===== config.mk =====
export PLATFORM = sky130hd
export DESIGN_NAME = status_led_blink_pattern_flat
export DESIGN_NICKNAME = d
export VERILOG_FILES = /design/src/rtl/slbp_pkg.sv /design/src/rtl/slbp_req_if.sv /design/src/rtl/status_led_blink_pattern.sv /design/src/rtl/slbp_csr.sv /design/src/rtl/slbp_engine.sv /design/src/flat_wrapper.sv
export SDC_FILE = /design/constraint.sdc
export NUM_CORES = 1
export LEC_CHECK = 0
export BUFFER_PORTS_ARGS = -buffer_cell sky130_fd_sc_hd__buf_4
export CORE_UTILIZATION = 40
export CTS_CLUSTER_DIAMETER = 40
export DETAILED_ROUTE_END_ITERATION = 6
export HOLD_SLACK_MARGIN = 0.02
export PLACE_DENSITY = 0.54
export SLEW_MARGIN = 0
export SYNTH_ARGS = -nofsm -noshare
export SYNTH_HDL_FRONTEND = slang
export SYNTH_SLANG_ARGS = --single-unit
export TNS_END_PERCENT = 10

===== constraint.sdc =====
create_clock -name clock -period 10.2 [get_ports clock]
set_clock_uncertainty 0.05 [all_clocks]
set_input_delay 1.53 -clock clock [delete_from_list [all_inputs] [get_ports clock]]
set_output_delay 1.53 -clock clock [all_outputs]
set_load 0.02 [all_outputs]

===== src/rtl/slbp_pkg.sv =====
// Status LED blink pattern: shared types, codes, register defaults and colour table.
// No dependencies; used by every other file of the block.
package slbp_pkg;

   localparam int DEFAULT_TICK_WIDTH = 16;
   localparam int CSR_INDEX_WIDTH    = 3;
   localparam int CSR_DATA_WIDTH     = 16;
   localparam int PATTERN_WIDTH      = 3;

   typedef enum logic [1:0] {
      MODE_TICK   = 2'd0,
      MODE_SET    = 2'd1,
      MODE_DIRECT = 2'd2,
      MODE_TOGGLE = 2'd3
   } mode_type;

   localparam logic [PATTERN_WIDTH-1:0] PAT_OFF          = 3'd0;
   localparam logic [PATTERN_WIDTH-1:0] PAT_DISCONNECTED = 3'd1;
   localparam logic [PATTERN_WIDTH-1:0] PAT_TENTATIVE    = 3'd2;
   localparam logic [PATTERN_WIDTH-1:0] PAT_CONNECTED    = 3'd3;
   localparam logic [PATTERN_WIDTH-1:0] PAT_BINDING      = 3'd4;
   localparam logic [PATTERN_WIDTH-1:0] PAT_WIFI         = 3'd5;
   localparam logic [PATTERN_WIDTH-1:0] PAT_ERROR        = 3'd6;
   localparam logic [PATTERN_WIDTH-1:0] PAT_BOOT         = 3'd7;

   localparam logic [CSR_INDEX_WIDTH-1:0] REG_SLOW_HALF   = 3'd0;
   localparam logic [CSR_INDEX_WIDTH-1:0] REG_MEDIUM_HALF = 3'd1;
   localparam logic [CSR_INDEX_WIDTH-1:0] REG_FAST_HALF   = 3'd2;
   localparam logic [CSR_INDEX_WIDTH-1:0] REG_RAPID_HALF  = 3'd3;
   localparam logic [CSR_INDEX_WIDTH-1:0] REG_ON_TIME     = 3'd4;
   localparam logic [CSR_INDEX_WIDTH-1:0] REG_GAP_TIME    = 3'd5;
   localparam logic [CSR_INDEX_WIDTH-1:0] REG_PAUSE_TIME  = 3'd6;
   localparam logic [CSR_INDEX_WIDTH-1:0] REG_ACTIVE_LOW  = 3'd7;

   localparam logic [CSR_DATA_WIDTH-1:0] RST_SLOW_HALF   = 16'd500;
   localparam logic [CSR_DATA_WIDTH-1:0] RST_MEDIUM_HALF = 16'd250;
   localparam logic [CSR_DATA_WIDTH-1:0] RST_FAST_HALF   = 16'd50;
   localparam logic [CSR_DATA_WIDTH-1:0] RST_RAPID_HALF  = 16'd75;
   localparam logic [CSR_DATA_WIDTH-1:0] RST_ON_TIME     = 16'd100;
   localparam logic [CSR_DATA_WIDTH-1:0] RST_GAP_TIME    = 16'd100;
   localparam logic [CSR_DATA_WIDTH-1:0] RST_PAUSE_TIME  = 16'd600;
   localparam logic                      RST_ACTIVE_LOW  = 1'b1;

   localparam logic [1:0] PHASE_FLASH_ONE = 2'd0;
   localparam logic [1:0] PHASE_GAP       = 2'd1;
   localparam logic [1:0] PHASE_PAUSE     = 2'd3;

   typedef struct packed {
      logic [CSR_DATA_WIDTH-1:0] slow_half;
      logic [CSR_DATA_WIDTH-1:0] medium_half;
      logic [CSR_DATA_WIDTH-1:0] fast_half;
      logic [CSR_DATA_WIDTH-1:0] rapid_half;
      logic [CSR_DATA_WIDTH-1:0] on_time;
      logic [CSR_DATA_WIDTH-1:0] gap_time;
      logic [CSR_DATA_WIDTH-1:0] pause_time;
      logic                      active_low;
   } cfg_type;

   typedef struct packed {
      mode_type                 mode;
      logic [PATTERN_WIDTH-1:0] pattern;
      logic                     level;
   } cmd_type;

   typedef struct packed {
      logic                     led_on;
      logic                     red_pin;
      logic                     green_pin;
      logic                     blue_pin;
      logic [PATTERN_WIDTH-1:0] active_pattern;
   } result_type;

   // lit colour: bit 2 red, bit 1 green, bit 0 blue
   function automatic logic [2:0] colour_of(input logic [PATTERN_WIDTH-1:0] pat);
      logic [2:0] rgb;
      case (pat)
         PAT_OFF:          rgb = 3'b000;
         PAT_DISCONNECTED: rgb = 3'b010;
         PAT_TENTATIVE:    rgb = 3'b011;
         PAT_CONNECTED:    rgb = 3'b010;
         PAT_BINDING:      rgb = 3'b101;
         PAT_WIFI:         rgb = 3'b001;
         PAT_ERROR:        rgb = 3'b100;
         PAT_BOOT:         rgb = 3'b111;
         default:          rgb = 3'b000;
      endcase
      return rgb;
   endfunction

endpackage


===== src/rtl/slbp_req_if.sv =====
// Status LED blink pattern: request and response channel interfaces.
// Depends on slbp_pkg for payload widths.
interface slbp_req_if;
   logic                              valid;
   logic                              ready;
   logic [1:0]                        mode;
   logic [slbp_pkg::PATTERN_WIDTH-1:0] pattern;
   logic                              level;

   modport source (output valid, mode, pattern, level, input ready);
   modport sink   (input valid, mode, pattern, level, output ready);
endinterface

interface slbp_rsp_if;
   logic                              valid;
   logic                              ready;
   logic                              led_on;
   logic                              red_pin;
   logic                              green_pin;
   logic                              blue_pin;
   logic [slbp_pkg::PATTERN_WIDTH-1:0] active_pattern;

   modport source (output valid, led_on, red_pin, green_pin, blue_pin, active_pattern,
                   input ready);
   modport sink   (input valid, led_on, red_pin, green_pin, blue_pin, active_pattern,
                   output ready);
endinterface


===== src/rtl/status_led_blink_pattern.sv =====
// Status LED blink pattern: top level with request register and response register.
// Depends on slbp_pkg, slbp_req_if/slbp_rsp_if, slbp_csr and slbp_engine.
//
//   channel | dir | fields                                            | handshake
//   req_ch  | in  | mode[1:0] pattern[2:0] level                      | valid/ready
//   rsp_ch  | out | led_on red_pin green_pin blue_pin active_pattern  | valid/ready
//   csr_*   | in  | csr_index[2:0] csr_wdata[15:0]                    | csr_we
//
// One beat per cycle unless the response stalls; an accepted request beat sits in the
// request register, then the response register (state update and result register).
// Synchronous reset clears pattern state, pipeline valids and registers to defaults.
// A stalled response holds the request register; ready drops only when both are full.
module status_led_blink_pattern #(
   parameter int TICK_WIDTH = slbp_pkg::DEFAULT_TICK_WIDTH
) (
   input  logic                                 clock,
   input  logic                                 reset,
   slbp_req_if.sink                             req_ch,
   slbp_rsp_if.source                           rsp_ch,
   input  logic                                 csr_we,
   input  logic [slbp_pkg::CSR_INDEX_WIDTH-1:0] csr_index,
   input  logic [slbp_pkg::CSR_DATA_WIDTH-1:0]  csr_wdata
);

   slbp_pkg::cfg_type    cfg;
   slbp_pkg::cmd_type    cmd_ff;
   slbp_pkg::result_type result;
   slbp_pkg::result_type rsp_ff;
   logic                 req_valid_ff, req_valid_in;
   logic                 rsp_valid_ff, rsp_valid_in;
   logic                 advance;
   logic                 req_fire;

   slbp_csr u_csr (
      .clock     (clock),
      .reset     (reset),
      .csr_we    (csr_we),
      .csr_index (csr_index),
      .csr_wdata (csr_wdata),
      .cfg       (cfg)
   );

   slbp_engine #(
      .TICK_WIDTH (TICK_WIDTH)
   ) u_engine (
      .clock   (clock),
      .reset   (reset),
      .advance (advance),
      .cmd     (cmd_ff),
      .cfg     (cfg),
      .result  (result)
   );

   assign advance      = req_valid_ff && (!rsp_valid_ff || rsp_ch.ready);
   assign req_ch.ready = !req_valid_ff || advance;
   assign req_fire     = req_ch.valid && req_ch.ready;
   assign req_valid_in = req_fire || (req_valid_ff && !advance);
   assign rsp_valid_in = advance || (rsp_valid_ff && !rsp_ch.ready);

   always_ff @(posedge clock) begin
      if (reset) begin
         req_valid_ff <= 1'b0;
         rsp_valid_ff <= 1'b0;
      end else begin
         req_valid_ff <= req_valid_in;
         rsp_valid_ff <= rsp_valid_in;
      end
   end

   always_ff @(posedge clock) begin
      if (req_fire) begin
         cmd_ff.mode    <= slbp_pkg::mode_type'(req_ch.mode);
         cmd_ff.pattern <= req_ch.pattern;
         cmd_ff.level   <= req_ch.level;
      end
      if (advance) begin
         rsp_ff <= result;
      end
   end

   assign rsp_ch.valid          = rsp_valid_ff;
   assign rsp_ch.led_on         = rsp_ff.led_on;
   assign rsp_ch.red_pin        = rsp_ff.red_pin;
   assign rsp_ch.green_pin      = rsp_ff.green_pin;
   assign rsp_ch.blue_pin       = rsp_ff.blue_pin;
   assign rsp_ch.active_pattern = rsp_ff.active_pattern;

`ifndef ASSERT_OFF
   a_dark_pins_match: assert property (@(posedge clock) disable iff (reset)
      rsp_valid_ff && !rsp_ff.led_on
      |-> rsp_ff.red_pin == rsp_ff.green_pin && rsp_ff.green_pin == rsp_ff.blue_pin)
      else $error("unlit response with a coloured pin");

   a_accept_fills: assert property (@(posedge clock) disable iff (reset)
      req_fire |=> req_valid_ff)
      else $error("accepted request beat lost");

   a_advance_fills: assert property (@(posedge clock) disable iff (reset)
      advance |=> rsp_valid_ff)
      else $error("processed beat produced no response");
`endif

endmodule


===== src/rtl/slbp_csr.sv =====
// Status LED blink pattern: configuration register file (write only).
// Depends on slbp_pkg for register indexes, reset values and cfg_type.
module slbp_csr (
   input  logic                                 clock,
   input  logic                                 reset,
   input  logic                                 csr_we,
   input  logic [slbp_pkg::CSR_INDEX_WIDTH-1:0] csr_index,
   input  logic [slbp_pkg::CSR_DATA_WIDTH-1:0]  csr_wdata,
   output slbp_pkg::cfg_type                    cfg
);

   slbp_pkg::cfg_type cfg_ff;
   slbp_pkg::cfg_type cfg_in;

   always_comb begin
      cfg_in = cfg_ff;
      if (csr_we) begin
         case (csr_index)
            slbp_pkg::REG_SLOW_HALF:   cfg_in.slow_half   = csr_wdata;
            slbp_pkg::REG_MEDIUM_HALF: cfg_in.medium_half = csr_wdata;
            slbp_pkg::REG_FAST_HALF:   cfg_in.fast_half   = csr_wdata;
            slbp_pkg::REG_RAPID_HALF:  cfg_in.rapid_half  = csr_wdata;
            slbp_pkg::REG_ON_TIME:     cfg_in.on_time     = csr_wdata;
            slbp_pkg::REG_GAP_TIME:    cfg_in.gap_time    = csr_wdata;
            slbp_pkg::REG_PAUSE_TIME:  cfg_in.pause_time  = csr_wdata;
            slbp_pkg::REG_ACTIVE_LOW:  cfg_in.active_low  = csr_wdata[0];
            default: ;
         endcase
      end
   end

   always_ff @(posedge clock) begin
      if (reset) begin
         cfg_ff.slow_half   <= slbp_pkg::RST_SLOW_HALF;
         cfg_ff.medium_half <= slbp_pkg::RST_MEDIUM_HALF;
         cfg_ff.fast_half   <= slbp_pkg::RST_FAST_HALF;
         cfg_ff.rapid_half  <= slbp_pkg::RST_RAPID_HALF;
         cfg_ff.on_time     <= slbp_pkg::RST_ON_TIME;
         cfg_ff.gap_time    <= slbp_pkg::RST_GAP_TIME;
         cfg_ff.pause_time  <= slbp_pkg::RST_PAUSE_TIME;
         cfg_ff.active_low  <= slbp_pkg::RST_ACTIVE_LOW;
      end else begin
         cfg_ff <= cfg_in;
      end
   end

   assign cfg = cfg_ff;

endmodule


===== src/rtl/slbp_engine.sv =====
// Status LED blink pattern: pattern state, tick counter and result logic.
// Depends on slbp_pkg for cmd_type, cfg_type, result_type and pattern codes.
module slbp_engine #(
   parameter int TICK_WIDTH = slbp_pkg::DEFAULT_TICK_WIDTH
) (
   input  logic                   clock,
   input  logic                   reset,
   input  logic                   advance,
   input  slbp_pkg::cmd_type      cmd,
   input  slbp_pkg::cfg_type      cfg,
   output slbp_pkg::result_type   result
);

   localparam int CMP_WIDTH = (TICK_WIDTH > slbp_pkg::CSR_DATA_WIDTH) ?
                              TICK_WIDTH : slbp_pkg::CSR_DATA_WIDTH;

   logic [slbp_pkg::PATTERN_WIDTH-1:0] pattern_ff, pattern_in;
   logic                               lit_ff, lit_in;
   logic [TICK_WIDTH-1:0]              elapsed_ff, elapsed_in;
   logic [1:0]                         phase_ff, phase_in;

   logic [TICK_WIDTH-1:0]              elapsed_inc;
   logic [slbp_pkg::CSR_DATA_WIDTH-1:0] limit;
   logic                               blinking;
   logic                               hit;
   logic [1:0]                         phase_next;
   logic [2:0]                         rgb;

   always_comb begin
      elapsed_inc = (&elapsed_ff) ? elapsed_ff : elapsed_ff + TICK_WIDTH'(1);
      blinking    = 1'b1;
      case (pattern_ff)
         slbp_pkg::PAT_DISCONNECTED: limit = cfg.slow_half;
         slbp_pkg::PAT_TENTATIVE:    limit = cfg.medium_half;
         slbp_pkg::PAT_BINDING:      limit = cfg.fast_half;
         slbp_pkg::PAT_ERROR:        limit = cfg.rapid_half;
         slbp_pkg::PAT_WIFI: begin
            if (phase_ff == slbp_pkg::PHASE_PAUSE) begin
               limit = cfg.pause_time;
            end else if (phase_ff == slbp_pkg::PHASE_GAP) begin
               limit = cfg.gap_time;
            end else begin
               limit = cfg.on_time;
            end
         end
         default: begin
            limit    = cfg.on_time;
            blinking = 1'b0;
         end
      endcase
      hit        = blinking && (CMP_WIDTH'(elapsed_inc) >= CMP_WIDTH'(limit));
      phase_next = phase_ff + 2'd1;
   end

   always_comb begin
      pattern_in = pattern_ff;
      lit_in     = lit_ff;
      elapsed_in = elapsed_ff;
      phase_in   = phase_ff;
      case (cmd.mode)
         slbp_pkg::MODE_TICK: begin
            if (!hit) begin
               elapsed_in = elapsed_inc;
            end else if (pattern_ff == slbp_pkg::PAT_WIFI) begin
               elapsed_in = '0;
               phase_in   = phase_next;
               lit_in     = ~phase_next[0];
            end else begin
               elapsed_in = '0;
               lit_in     = ~lit_ff;
            end
         end
         slbp_pkg::MODE_SET: begin
            if (cmd.pattern != pattern_ff) begin
               pattern_in = cmd.pattern;
               elapsed_in = '0;
               phase_in   = slbp_pkg::PHASE_FLASH_ONE;
               lit_in     = !(cmd.pattern == slbp_pkg::PAT_OFF ||
                              cmd.pattern == slbp_pkg::PAT_BOOT);
            end
         end
         slbp_pkg::MODE_DIRECT: lit_in = cmd.level;
         slbp_pkg::MODE_TOGGLE: lit_in = ~lit_ff;
         default: ;
      endcase
   end

   always_ff @(posedge clock) begin
      if (reset) begin
         pattern_ff <= slbp_pkg::PAT_OFF;
         lit_ff     <= 1'b0;
         elapsed_ff <= '0;
         phase_ff   <= slbp_pkg::PHASE_FLASH_ONE;
      end else if (advance) begin
         pattern_ff <= pattern_in;
         lit_ff     <= lit_in;
         elapsed_ff <= elapsed_in;
         phase_ff   <= phase_in;
      end
   end

   always_comb begin
      rgb                   = lit_in ? slbp_pkg::colour_of(pattern_in) : 3'b000;
      result.led_on         = lit_in;
      result.red_pin        = rgb[2] ^ cfg.active_low;
      result.green_pin      = rgb[1] ^ cfg.active_low;
      result.blue_pin       = rgb[0] ^ cfg.active_low;
      result.active_pattern = pattern_in;
   end

`ifndef ASSERT_OFF
   a_phase_only_wifi: assert property (@(posedge clock) disable iff (reset)
      phase_ff != slbp_pkg::PHASE_FLASH_ONE |-> pattern_ff == slbp_pkg::PAT_WIFI)
      else $error("wifi phase advanced outside wifi pattern");

   a_hold_when_idle: assert property (@(posedge clock) disable iff (reset)
      !advance |=> $stable(pattern_ff) && $stable(elapsed_ff) && $stable(phase_ff)
                   && $stable(lit_ff))
      else $error("pattern state moved without a beat");

   a_change_clears: assert property (@(posedge clock) disable iff (reset)
      advance && cmd.mode == slbp_pkg::MODE_SET && cmd.pattern != pattern_ff
      |=> elapsed_ff == '0 && phase_ff == slbp_pkg::PHASE_FLASH_ONE)
      else $error("pattern change did not clear counter and phase");
`endif

endmodule


===== src/flat_wrapper.sv =====
// flat-port wrapper written by rule: the top's interface ports become plain ports
module status_led_blink_pattern_flat 
#(
   parameter int TICK_WIDTH = slbp_pkg::DEFAULT_TICK_WIDTH
)
  (clock, reset, csr_we, csr_index, csr_wdata, req_ch_valid, req_ch_mode, req_ch_pattern, req_ch_level, req_ch_ready, rsp_ch_valid, rsp_ch_led_on, rsp_ch_red_pin, rsp_ch_green_pin, rsp_ch_blue_pin, rsp_ch_active_pattern, rsp_ch_ready);
  slbp_req_if req_ch_i ();
  slbp_rsp_if rsp_ch_i ();
  input  logic clock;
  input  logic reset;
  input  logic csr_we;
  input  logic [slbp_pkg::CSR_INDEX_WIDTH-1:0] csr_index;
  input  logic [slbp_pkg::CSR_DATA_WIDTH-1:0] csr_wdata;
  input wire logic [$bits(req_ch_i.valid)-1:0] req_ch_valid;
  input wire logic [$bits(req_ch_i.mode)-1:0] req_ch_mode;
  input wire logic [$bits(req_ch_i.pattern)-1:0] req_ch_pattern;
  input wire logic [$bits(req_ch_i.level)-1:0] req_ch_level;
  output wire logic [$bits(req_ch_i.ready)-1:0] req_ch_ready;
  output wire logic [$bits(rsp_ch_i.valid)-1:0] rsp_ch_valid;
  output wire logic [$bits(rsp_ch_i.led_on)-1:0] rsp_ch_led_on;
  output wire logic [$bits(rsp_ch_i.red_pin)-1:0] rsp_ch_red_pin;
  output wire logic [$bits(rsp_ch_i.green_pin)-1:0] rsp_ch_green_pin;
  output wire logic [$bits(rsp_ch_i.blue_pin)-1:0] rsp_ch_blue_pin;
  output wire logic [$bits(rsp_ch_i.active_pattern)-1:0] rsp_ch_active_pattern;
  input wire logic [$bits(rsp_ch_i.ready)-1:0] rsp_ch_ready;
  assign req_ch_i.valid = req_ch_valid;
  assign req_ch_i.mode = req_ch_mode;
  assign req_ch_i.pattern = req_ch_pattern;
  assign req_ch_i.level = req_ch_level;
  assign req_ch_ready = req_ch_i.ready;
  assign rsp_ch_valid = rsp_ch_i.valid;
  assign rsp_ch_led_on = rsp_ch_i.led_on;
  assign rsp_ch_red_pin = rsp_ch_i.red_pin;
  assign rsp_ch_green_pin = rsp_ch_i.green_pin;
  assign rsp_ch_blue_pin = rsp_ch_i.blue_pin;
  assign rsp_ch_active_pattern = rsp_ch_i.active_pattern;
  assign rsp_ch_i.ready = rsp_ch_ready;
  status_led_blink_pattern #(.TICK_WIDTH(TICK_WIDTH)) u_core (.clock(clock), .reset(reset), .req_ch(req_ch_i), .rsp_ch(rsp_ch_i), .csr_we(csr_we), .csr_index(csr_index), .csr_wdata(csr_wdata));
endmodule

==> Word-level counts from Yosys, hierarchy flattened <==
Memory sizes are Yosys's and may differ from the RTL's.
Index checks and enable logic that the tools add are counted.
W data, S select, Z words.
{ "totals": {"reg_bits": 150, "mem_bits_ro": 24, "in_bits": 30, "memories": 1} }
{ "memory_table": {"columns": ["memory", "words", "width", "read_ports", "rd_clocked_by_memory_dff", "write_ports", "line_no", "source"], "rows": [
  ["(name not given)", 8, 3, 1, 0, 0, "slbp_pkg.sv:76", "case (pat)"]
]} }
{ "op_classes": {"add_sub_neg": 2, "order_cmp": 1, "n_eq_ne": 22, "n_mux": 19, "bitwise": 5, "reduce_logical": 31} }
{ "op_table": {"columns": ["op", "n"], "rows": [
  ["$mux W16", 5],
  ["$pmux W16 S5", 1],
  ["$pmux W16 S2", 1],
  ["$eq A3 B3 Y1 const B", 8],
  ["$add A16 B1 Y16 const B", 1],
  ["$ge A16 B16 Y1", 1],
  ["$reduce_and A16 Y1", 1],
  ["$reduce_and A2 Y1", 8],
  ["$eq A3 B2 Y1 const B", 3],
  ["$mux W3", 3],
  ["$eq A2 B2 Y1 const B", 3],
  ["$eq A3 B1 Y1 const B", 2],
  ["$logic_not A3 Y1", 2],
  ["$mux W2", 3],
  ["$ne A2 B2 Y1 const B", 3],
  ["$logic_and A1 B1 Y1", 5],
  ["$logic_not A1 Y1", 5],
  ["$logic_or A1 B1 Y1", 5],
  ["$reduce_and A5 Y1", 1],
  ["$reduce_or A5 Y1", 1],
  ["$eq A2 B1 Y1 const B", 2],
  ["$mux W1", 4],
  ["$pmux W1 S4", 1],
  ["$pmux W2 S2", 1],
  ["7 further kinds", 10]
]} }

==> Longest topological paths before layout <==
{ "logic_depth": {"ltp_word": 10, "mapped_depth": 18, "ltp_nobuf": 15} }

==> Hierarchy <==
From an unflattened synthesis, not the netlist that was laid out.
{ "unflattened": {"cells_unflattened": 802, "hier_area_um2": 7728.7} }
{ "modules_own_cells": {"columns": ["mod", "n_inst", "cells_per_inst", "area_each_um2", "seq_area_each_um2"], "rows": [
  ["slbp_csr", 1, 409, 4439.3, 2262.2],
  ["slbp_engine", 1, 370, 2795.2, 440.4],
  ["status_led_blink_pattern", 1, 23, 494.2, 430.4]
]} }

==> Worst setup path before layout <==
OpenSTA, ideal clock, no wires.
{ "synth_timing": {"path_kind": "reg2reg", "from": "register u_core.u_engine.phase_ff[0]", "to": "register u_core.rsp_ff, in the netlist u_core.rsp_ch.blue_pin, data pin", "t_arrival_ps": 4085, "path_slack_ps": 5926, "stages_incl_launch_ff": 17, "period_less_slack_ps": 4274, "path_cell_list": "dfxtp_1 ha_1 clkbuf_1 clkbuf_1 mux2i_1 nor2_1 a21oi_1 o22ai_1 a221oi_1 ha_1 nand4_1 or3_1 o41a_1 a31oi_1 a211oi_1 or3_1 nand4_1"} }
{ "synth_rtl": {"columns": ["element", "line_no", "source"], "rows": [
  ["start: declaration", "slbp_engine.sv:20", "logic [1:0] phase_ff, phase_in;"],
  ["start signal: assignment", "slbp_engine.sv:93", "phase_ff <= slbp_pkg::PHASE_FLASH_ONE;"],
  ["start signal: assignment", "slbp_engine.sv:98", "phase_ff <= phase_in;"],
  ["end signal: assignment", "status_led_blink_pattern.sv:77", "rsp_ff <= result;"],
  ["end: declaration", "status_led_blink_pattern.sv:28", "slbp_pkg::result_type rsp_ff;"]
]} }

==> Worst setup path in the final report <==
{ "layout_timing": {"from": "register u_core.u_engine.phase_ff[0]", "to": "register u_core.u_engine.elapsed_ff[1]"} }
{ "layout_via": {"elab_chain_len": 8, "word_cells_on_any_way": 9, "cone_classes": "order compare: 1; eq/ne: 2; mux: 5; reduce/logical: 1"} }
{ "layout_rtl": {"columns": ["element", "line_no", "source"], "rows": [
  ["$eq A2 B1 Y1", "slbp_engine.sv:40", "end else if (phase_ff == slbp_pkg::PHASE_GAP) begin"],
  ["$mux W16", "slbp_engine.sv:40", null],
  ["$mux W16 *", "slbp_engine.sv:38", "if (phase_ff == slbp_pkg::PHASE_PAUSE) begin"],
  ["$pmux W16 S5 *", "slbp_engine.sv:32", "case (pattern_ff)"],
  ["$ge A16 B16 Y1 *", "slbp_engine.sv:51", "hit = blinking && (CMP_WIDTH'(elapsed_inc) >= CMP_WIDTH'(limit));"],
  ["$logic_and A1 B1 Y1 *", "slbp_engine.sv:51", null],
  ["$mux W16 *", "slbp_engine.sv:62", "if (!hit) begin"],
  ["$pmux W16 S2 *", "slbp_engine.sv:60", "case (cmd.mode)"],
  ["end signal: assignment", "slbp_engine.sv:97", "elapsed_ff <= elapsed_in;"],
  ["end: declaration", "slbp_engine.sv:19", "logic [TICK_WIDTH-1:0] elapsed_ff, elapsed_in;"]
]} }
Every way passes the cells marked *; elsewhere a longest branch is shown, timed or not.
A chain may end at the register's enable or synchronous reset.

==> impl_metrics.tcl <==
set metrics [dict create \
    synth.yosys.seq_area_share_pct 42.2 \
    synthToLayoutAreaGrowth_pct 13.0 \
    via_per_inst 5.35 \
    port_buffers 38 \
    hold_depth 2 \
    grt_usage_pct 21.4 \
    drv_slew 0 \
    finalNetCount 1000 \
    post_cts_resized 0 \
    hold_class "flop to flop" \
    cts_setup_buffers 0 \
    synthFlopType "dfxtp_1" \
    io_pins 39 \
    maxSlewHeadroom_pct 20.9 \
    final.min_clock_period_ps 5180 \
    initial_core_util_pct 41.1 \
    htree_levels 4 \
    rsz0062_at_grt "false" \
    cpLargestDelayFamily "compound AO/OA/AOI/OAI gates" \
    holdBufCountCts 0 \
    die_y_um 138 \
    cp.required_ps 10500 \
    synth_fp_nets 992 \
    drc_errors 4 \
    dieArea_um2 19100 \
    synth_warnings 0 \
    cts_inserted_buffers 17 \
    worstMarginPinSlew_ps 1180 \
    power_w 0.00135 \
    finish.utilization_pct 46.4 \
    overflow 0 \
    timing.fmax_mhz 193 \
    path_buf_inv 0 \
    clk_pin_slew_ps 60 \
    grt_pass1_wl_mm 32.2 \
    irDropWorstVdd_uv 126 \
    r2r_cells 14 \
    power_density_nw_per_um2 161 \
    synth_edf_count 13 \
    wire_per_inst_um 16.7 \
    n_antenna_cell 0 \
    synth_top_area_share_pct 36.9 \
    path_max_fanout 20 \
    placed_area_um2 7840 \
    cts_tree "done" \
    antenna_found_initial 0 \
    detailed_place_hpwl_mm 12.9 \
    cp-start-kind "flop" \
    syn_area_um2 7430 \
    multi_input_area_um2 3990 \
    drt-total-wl_mm 19.9 \
    critPathMaxStageDelay_ps 990 \
    first_global_vias 5916 \
    grt_max_degree 103 \
    core_um2 18100 \
    crit_cells 14 \
    global_route.usage.met2_pct 33.9 \
    clock-sinks 150 \
    root_buffer "clkbuf_16" \
    critPathKind "flop to flop" \
    cts_max_path_buffers 2 \
    synth_area_leaders "dfxtp_1, nand2_1, a21oi_1" \
    violations "DRC" \
    met3_usage_pct 4.02 \
    dieWidth_um 138 \
    finalCritPeriodShare_pct 50.8 \
    antenna_left 0 \
    firstDrtPassIters 7 \
    worstPathCellList "ha_1 > mux2i_1 > nor2_1 > a21oi_1 > o22ai_1 > a221o_1 > ha_1 > nand2b_1 > a2111oi_0 > o41a_1 > a31oi_1 > nor3_2 > a31oi_1 > o21ai_0" \
    fin_setup_tns_ps 0 \
    synthCells 943 \
    synthArstFlopShare_pct 0 \
    status "finished, violations left" \
    rows 49 \
    stdcell_area_um2 8390 \
    drive_gt1_share_pct 11.0 \
    reg2reg_setup_slack_ps 5020 \
    syn_avg_cell_area_um2 7.87 \
    ys_types 56 \
    setup-violations-final 0 \
    gp_congestion 0.790 \
    synth.largest_area_cell "dfxtp_1" \
    drt_iter0_markers 330 \
    finalHoldViolCount 0 \
    use_met1_pct 29.9 \
    vias 6371 \
    clk_latency_ps 430 \
    seq_area_um2 3130 \
    synth_seq_cells 150 \
    crit_slowest_cell "nor3_2" \
    power.leakage_nw 3.09 \
    fillerInstances 1779 \
    crit_path_end_kind "flop" \
    crit_arrival_ps 5470 \
    grt_most_used_layer "met2" \
    drv_cap 0 \
]
placed cells by master, fill, tap and decap left out, types with 5 or more instances in the layout:
master     netlist  layout
nand2b_1         7       7
nand3_1         18      18
mux2i_1         24      24
nand3b_1        29      29
inv_6            0       6
a21o_1           5       5
edfxtp_1        13      13
a221oi_1        15      15
a211oi_1         6       6
clkbuf_16        0      18
ha_1            19      19
a22oi_1         11      11
o21ai_0         13      13
xnor2_1         11      11
nor2b_1          8       8
o22ai_1         16      16
or3_1            6       6
and3_1           5       5
buf_4            3      50
dfxtp_1        137     137
nand2_1        262     262
mux2_2          18      18
nand4_1          8       8
a21oi_1        126     126
nor2_1          59      59
inv_1           13      13
nor3_1          14      11
final cells by class:
| type | count | share of cell area (%) |
|---|---|---|
| tap | 229 | 3.41 |
| timing repair buffer | 50 | 4.47 |
| clock buffer | 19 | 5.53 |
| multi-input combinational | 718 | 47.6 |
| inverter | 14 | 0.626 |
| sequential | 150 | 37.3 |
| clock inverter | 11 | 1.04 |
power breakdown:
group / total (W) / leakage (nW) / switching (W) / internal [W]
clock network: 0.000597 / 0.269 / 0.000263 / 0.000334
registers: 0.000624 / 1.23 / 0.0000127 / 0.000611
logic: 0.000131 / 1.59 / 0.0000818 / 0.0000492
total: 0.00135 / 3.09 / 0.000357 / 0.000994
sequential cells by signal (all words and copies together) (netlist names), 2 cells and up:
signal	flops
u_core.cmd_ff	6
u_core.rsp_ch.active_pattern	3
u_core.u_csr.cfg	113
u_core.u_engine.elapsed_ff	16
u_core.u_engine.pattern_ff	3
u_core.u_engine.phase_ff	2
layer usage:
layer  vias to the layer above  wire, µm
li1                       3290         -
met1                      2996     10100
met2                        75      9080
met3                        10       615
met4                         0       157
met5                         -         0
path summary, 6_finish.rpt:
path | startpoint | end
max | u_core.u_engine.phase_ff[0] | u_core.u_engine.elapsed_ff[1]
min | u_core.u_csr.cfg[53] | u_core.u_csr.cfg[53]
max reg2reg | u_core.u_engine.phase_ff[0] | u_core.u_engine.elapsed_ff[1]
min reg2reg | u_core.u_csr.cfg[53] | u_core.u_csr.cfg[53]
worst min-delay path: cells and delay by family, from the launching register on:
kind,cells,cell delay (ps)
AO/OA/AOI/OAI,1,50
flip-flops,1,310
AND/OR/NAND/NOR,1,50
Yosys cell counts (all sizes together), types with 15 or more instances:
cell    number
nand2      262
a21oi      126
mux2        18
clkbuf      50
nand3       18
mux2i       24
dfxtp      137
o22ai       16
a221oi      15
nor2        59
ha          19
nand3b      30
stage by stage:
step           hold slack (ps)  instances  setup slack (ps)
6_report                   404       1191              5020
4_1_cts                    405       1191              5070
2_1_floorplan              383        943              5930
5_1_grt                    415       1191              4570
3_5_place_dp               396       1161              5110
3_3_place_gp               389       1161              5220
cells by family after synthesis:
group	Yosys count	synth area share, %
and+or+nand+nor	430	25.7
muxes	42	5.96
buffers and inverters	75	4.25
DFF	150	42.2
adders and majority gates	20	3.34
AOI/OAI and AO/OA	214	17.2
xor gates and xnor gates	12	1.42
No activity file was read; power rests on OpenSTA's default activity.
